===== src/rtl/tsr_pkg.sv =====
package tsr_pkg;

    localparam int MAX_WIDTH   = 64;
    localparam int MAX_HEIGHT  = 64;
    localparam int MAX_SAMPLES = 16;
    localparam int FRAC_BITS   = 16;
    localparam int RCP_SCALE   = 46;

    localparam int VTX_W      = FRAC_BITS + 1;
    localparam int COORD_W    = 7;
    localparam int PIX_W      = 6;
    localparam int BARY_W     = FRAC_BITS + 1;
    localparam int SEED_W     = 32;
    localparam int SEED_DEPTH = 2 * MAX_WIDTH * MAX_HEIGHT;
    localparam int SEED_AW    = $clog2(SEED_DEPTH);
    localparam int BANK_DEPTH = SEED_DEPTH / 2;
    localparam int BANK_AW    = $clog2(BANK_DEPTH);
    localparam int SCNT_W     = 5;
    localparam int SIDX_W     = $clog2(MAX_SAMPLES);
    localparam int CFG_IW     = 2;
    localparam int CFG_DW     = 7;
    localparam int MUL_W      = 26;
    localparam int PROD_W     = 2 * MUL_W;

    typedef enum logic [1:0] {
        CMD_LOAD = 2'd0,
        CMD_NEXT = 2'd1,
        CMD_SEED = 2'd2,
        CMD_NONE = 2'd3
    } cmd_code_t;

    localparam logic [CFG_IW-1:0] REG_FRAME_WIDTH  = 2'd0;
    localparam logic [CFG_IW-1:0] REG_FRAME_HEIGHT = 2'd1;
    localparam logic [CFG_IW-1:0] REG_SAMPLE_COUNT = 2'd2;

    typedef struct packed {
        cmd_code_t                   op;
        logic [5:0][VTX_W-1:0]       vtx;
        logic [SEED_AW-1:0]          seed_index;
        logic [SEED_W-1:0]           seed_value;
    } cmd_t;

    typedef struct packed {
        logic valid;
        cmd_t cmd;
    } cmd_beat_t;

endpackage


===== src/rtl/tsr_front.sv =====
module tsr_front #(
    parameter int DEPTH = 2
) (
    input  logic               clk,
    input  logic               rst_n,
    input  logic               push,
    input  tsr_pkg::cmd_t      in_cmd,
    output logic               full,
    output tsr_pkg::cmd_beat_t head,
    input  logic               take
);
    import tsr_pkg::*;

    localparam int PTR_W = (DEPTH > 1) ? $clog2(DEPTH) : 1;
    localparam int CNT_W = $clog2(DEPTH + 1);

    cmd_t             slot_reg [DEPTH];
    logic [PTR_W-1:0] wr_ptr_reg, rd_ptr_reg;
    logic [CNT_W-1:0] count_reg;
    logic             keep, enq, deq;

    function automatic logic [PTR_W-1:0] bump(input logic [PTR_W-1:0] p);
        return (p == PTR_W'(DEPTH - 1)) ? '0 : p + PTR_W'(1);
    endfunction

    // unknown codes and out-of-range seed writes are swallowed here
    always_comb
    begin
        keep = (in_cmd.op == CMD_LOAD) || (in_cmd.op == CMD_NEXT) ||
               ((in_cmd.op == CMD_SEED) &&
                ({1'b0, in_cmd.seed_index} < (SEED_AW + 1)'(SEED_DEPTH)));
    end

    assign full       = (count_reg == CNT_W'(DEPTH));
    assign enq        = push && !full && keep;
    assign deq        = take && (count_reg != '0);
    assign head.valid = (count_reg != '0);
    assign head.cmd   = slot_reg[rd_ptr_reg];

    always_ff @(posedge clk)
    begin
        if (enq)
        begin
            slot_reg[wr_ptr_reg] <= in_cmd;
        end
    end

    always_ff @(posedge clk or negedge rst_n)
    begin
        if (!rst_n)
        begin
            wr_ptr_reg <= '0;
            rd_ptr_reg <= '0;
            count_reg  <= '0;
        end
        else
        begin
            if (enq)
            begin
                wr_ptr_reg <= bump(wr_ptr_reg);
            end
            if (deq)
            begin
                rd_ptr_reg <= bump(rd_ptr_reg);
            end
            if (enq && !deq)
            begin
                count_reg <= count_reg + CNT_W'(1);
            end
            else if (deq && !enq)
            begin
                count_reg <= count_reg - CNT_W'(1);
            end
        end
    end

endmodule


===== config.mk =====
export PLATFORM = sky130hd
export DESIGN_NAME = tsr_front
export DESIGN_NICKNAME = d
export VERILOG_FILES = /design/src/rtl/tsr_pkg.sv /design/src/rtl/tsr_front.sv
export SDC_FILE = /design/constraint.sdc
export NUM_CORES = 1
export LEC_CHECK = 0
export BUFFER_PORTS_ARGS = -buffer_cell sky130_fd_sc_hd__buf_2
export CAP_MARGIN = 0
export CELL_PAD_IN_SITES_DETAIL_PLACEMENT = 0
export CELL_PAD_IN_SITES_GLOBAL_PLACEMENT = 1
export CORE_ASPECT_RATIO = 1.2
export CORE_MARGIN = 8
export CORE_UTILIZATION = 48
export CTS_CLUSTER_DIAMETER = 150
export DETAILED_ROUTE_END_ITERATION = 12
export PLACE_DENSITY_LB_ADDON = 0.1
export RECOVER_POWER = 25
export SETUP_SLACK_MARGIN = 0.4
export SLEW_MARGIN = 20
export SYNTH_ARGS = -nofsm -noshare
export SYNTH_HDL_FRONTEND = slang
export SYNTH_SLANG_ARGS = --single-unit

===== constraint.sdc =====
create_clock -name clk -period 17.51 [get_ports clk]
set_input_delay 2.6265 -clock clk [delete_from_list [all_inputs] [get_ports clk]]
set_output_delay 2.6265 -clock clk [all_outputs]
set_load 0.01 [all_outputs]

# Word level (Yosys, flattened, before mapping)
# Memories as Yosys holds them, arrays and structs flattened.
# Cells that the tools add are included.
totals:
  input_bits: 153
  memories: 1
  word_cells: 30
  regBits: 4
  ram_bits: 298
classes:
  eq_ne: 3
  n_mux: 6
  n_reduce_logical: 13
  n_addsub: 4
mem_list:
  columns: ["name", "words", "width", "rd", "rd_ports_with_merged_regs", "wr", "line_no", "text"]
  rows:
  - ["slot_reg", 2, 149, 1, 0, 1, "tsr_front.sv:17", "cmd_t slot_reg [DEPTH];"]
op_table:
  columns: ["cell", "n"]
  rows:
  - ["$logic_and A1 B1 Y1", 5]
  - ["$eq A2 B2 Y1 const B", 2]
  - ["$mux W1", 4]
  - ["$mux W2", 2]
  - ["$reduce_bool A2 Y1", 2]
  - ["$logic_not A1 Y1", 3]
  - ["$add A1 B1 Y1 const B", 2]
  - ["$add A2 B1 Y2 const B", 1]
  - ["$eq A2 B1 Y1 const B", 1]
  - ["$logic_not A2 Y1", 1]
  - ["$logic_or A1 B1 Y1", 2]
  - ["$sub A2 B1 Y2 const B", 1]

# Logic depth before layout (Yosys ltp)
depth:
  ltp_word: 8
  ltp_mapped: 7
  mapped_depth_nobuf: 7

# Least setup slack after synthesis
# Ideal clock, no wire load.
synth_path:
  path_type: "input to register"
  from: "input in_cmd[147] (netlist bit)"
  to: "memory slot_reg[0][0] (netlist bit), enable pin"
  cell_stages: 3
  path_slack_ns: 7.824
  path_buffers: 0
  t_arrival_ns: 9.026
  cell_sequence: "nand2_1 > nand3b_1 > nor2_1"
synth_between:
  elab_chain_len: 6
  word_cells_on_any_way: 8
  classes_between: "eq/ne (2); mux (2); reduce/logical (4)"
synth_lines:
  columns: ["item", "line_no", "text"]
  rows:
  - ["start, declared", "tsr_front.sv:7", "input tsr_pkg::cmd_t in_cmd,"]
  - ["$eq A2 B1 Y1 or $logic_not A2 Y1 (tied branches)", "tsr_front.sv:29", "keep = (in_cmd.op == CMD_LOAD) || (in_cmd.op == CMD_NEXT) ||"]
  - ["$logic_or A1 B1 Y1", "tsr_front.sv:29", null]
  - ["$logic_or A1 B1 Y1 (*)", "tsr_front.sv:29", null]
  - ["$logic_and A1 B1 Y1 (*)", "tsr_front.sv:35", "assign enq = push && !full && keep;"]
  - ["$mux W1 (*)", "tsr_front.sv:42", "if (enq)"]
  - ["$mux W1 (implied by the code) (*)", "tsr_front.sv:44", "slot_reg[wr_ptr_reg] <= in_cmd;"]
  - ["end, declared", "tsr_front.sv:17", null]
# Every way passes the cells marked *; elsewhere a longest branch is shown, timed or not.

==> flow_summary.yaml <==
status:
  status: "complete, no violations"
drt:
  vias: 5568
  via_per_inst: 4.863
  drc: 0
  ant_nets: 0
  drt_wl_total_mm: 23.10
  firstDrtPassIters: 4
  wl_per_cell_um: 20.18
  drt_iter0_drc: 253
cts:
  holdBufCountCts: 0
  cts_root_buf: "clkbuf_16"
  numCtsBuffers: 29
  clock_tree.htree_level_count: 1
  ctsResizeCount: 0
  clk_latency_ps: 530
  cts_sinks: 302
  clockBufferDepth: 3
  post_cts_buffers: 0
  clk_transition_reported_paths_ps: 60
  cts_tree: "done"
cells_and_area:
  layoutNonFillerInstCount: 1145
  final_nets: 961
  drive_gt1_frac: 0.5706
  largest_reg_flops: 298
  syn_to_final_growth_pct: 24.20
  final_cell_mix: "298 x edfxtp_1, 270 x buf_2, 100 x mux2_4"
  post-route-util: 0.6086
  final_common_cell: "edfxtp_1"
  design_area_um2: 14120
worst_setup_path:
  worst_setup_path_end_kind: "output pin"
  cpPeakStageDelay_ps: 830
  cp_slowest_cell: "buf_4"
  path_class: "reg2out"
  path_cells: "buf_4, mux2_2, buf_2"
  cp.required_ps: 14880
  start_kind: "flip-flop"
  crit_fanout: 57
  cp.arrival_ps: 2680
placement:
  dp_hpwl_mm: 16.13
  dpl_worst_slack_ps: 12610
  placed_area_um2: 13180
  placed_cells: 1091
  port-buffer-count: 303
  place_congestion: 0.7390
yosys:
  postSynthAreaPerCell_um2: 23.49
  synth_nets: 638
  ys_ff_latch: 302
  synth_cell_types: 16
  syn_area_um2: 11370
  syn_inst: 484
  ys_seq_area_frac: 0.7959
  yosys_warnings: 0
timing:
  period_minus_slack_ps: 5302
  fin_tns_setup_ps: 0
  rsz0062_at_grt: "no"
  fin_ws_ps: 12210
  hold_viol: 0
  whs_ps: 501.6
  period_share: 0.3028
  clock-skew-final_ps: 19.40
  finalSetupViolCount: 0
  fmax_mhz: 188.6
  slew_headroom: 0.2797
  max_slew.worst_pin.slew_ps: 1081
  drv_slew: 0
die:
  die-area_um2: 28880
  core_area_um2: 23200
  die_h_um: 184.6
  ioPinCount: 304
  start_util: 0.4900
  rows: 61
  die-width_um: 156.5
global_route:
  overflow: 0
  grt_pass1_wl_mm: 33.78
  grt_start_max_net_pins: 84
  first_global_vias: 6036
  grt.total_usage: 0.1536
  antenna_found_initial: 5
run:
  cap_violations: 0
power:
  power_mw: 2.300
  power.density_nw_per_um2: 162.9
  vdd_ir_drop_max_uv: 136.9
  p_leak_nw: 5.466
min_path:
  hp-class: "reg2reg"
[cell type report]
class	instances	area, um2
fillers	1774	9082
clock buffers	33	740.7
diodes	1	2.502
multi-input cells	163	2163
clock inverters	20	231.5
inverters	2	7.507
well taps	315	394.1
flip-flops and latches	302	9052
repair buffers	309	1528
[worst paths after layout]
check	start	to	slack [ps]	cells past startpoint
worst max-delay path	rd_ptr_reg$_DFFE_PN0P_	head[9]	12210	3
worst min-delay path	count_reg[1]$_DFFE_PN0P_	count_reg[1]$_DFFE_PN0P_	500	1
worst max register to register	count_reg[1]$_DFFE_PN0P_	slot_reg[1][78]$_DFFE_PP_	15100	4
worst min register to register	count_reg[1]$_DFFE_PN0P_	count_reg[1]$_DFFE_PN0P_	500	1
min in group asynchronous	rst_n	rd_ptr_reg$_DFFE_PN0P_	1930	1
max in group asynchronous	rst_n	rd_ptr_reg$_DFFE_PN0P_	15340	1
[cells in the mapped netlist]
master | instances | share of area
inv_1 | 2 | 0.00066
edfxtp_1 | 298 | 0.79
nor2_1 | 3 | 0.00099
buf_6 | 11 | 0.011
nor2b_1 | 1 | 0.00055
ha_1 | 1 | 0.0011
xor2_1 | 2 | 0.0015
or2_2 | 1 | 0.00055
nand2_1 | 2 | 0.00066
xnor2_1 | 3 | 0.0023
mux2_2 | 49 | 0.049
buf_2 | 5 | 0.0022
nand3b_1 | 1 | 0.00066
mux2_4 | 100 | 0.13
buf_8 | 1 | 0.0013
dfrtp_1 | 4 | 0.0088
[critical path: cells and delay by family, from the launching register on]
kind	cells	cell delay (ps)
mux	1	430
flops	1	710
buf+inv	2	970
[routing by layer]
layer / share of wire / wire [um] / track usage / up-vias
met4: 0.019 / 433 / 0.04351 / 10
met5: 0.0030 / 69 / 0 / -
li1: - / - / - / 2573
met2: 0.51 / 11780 / 0.2655 / 227
met1: 0.36 / 8313 / 0.1706 / 2719
met3: 0.11 / 2510 / 0.06443 / 39
[kinds of logic after synthesis]
family,share of synthesized area
flops,0.7959
mux,0.1806
simple gates,0.003413
xor+xnor,0.003853
fa+ha+maj,0.001100
buf+inv,0.01508
[where the power goes]
group | total (mW) | internal, mW | switching (mW)
Combinational | 0.681 | 0.334 | 0.348
Sequential | 0.992 | 0.949 | 0.0439
Clock | 0.627 | 0.377 | 0.249
No activity file was read; power rests on OpenSTA's default activity.
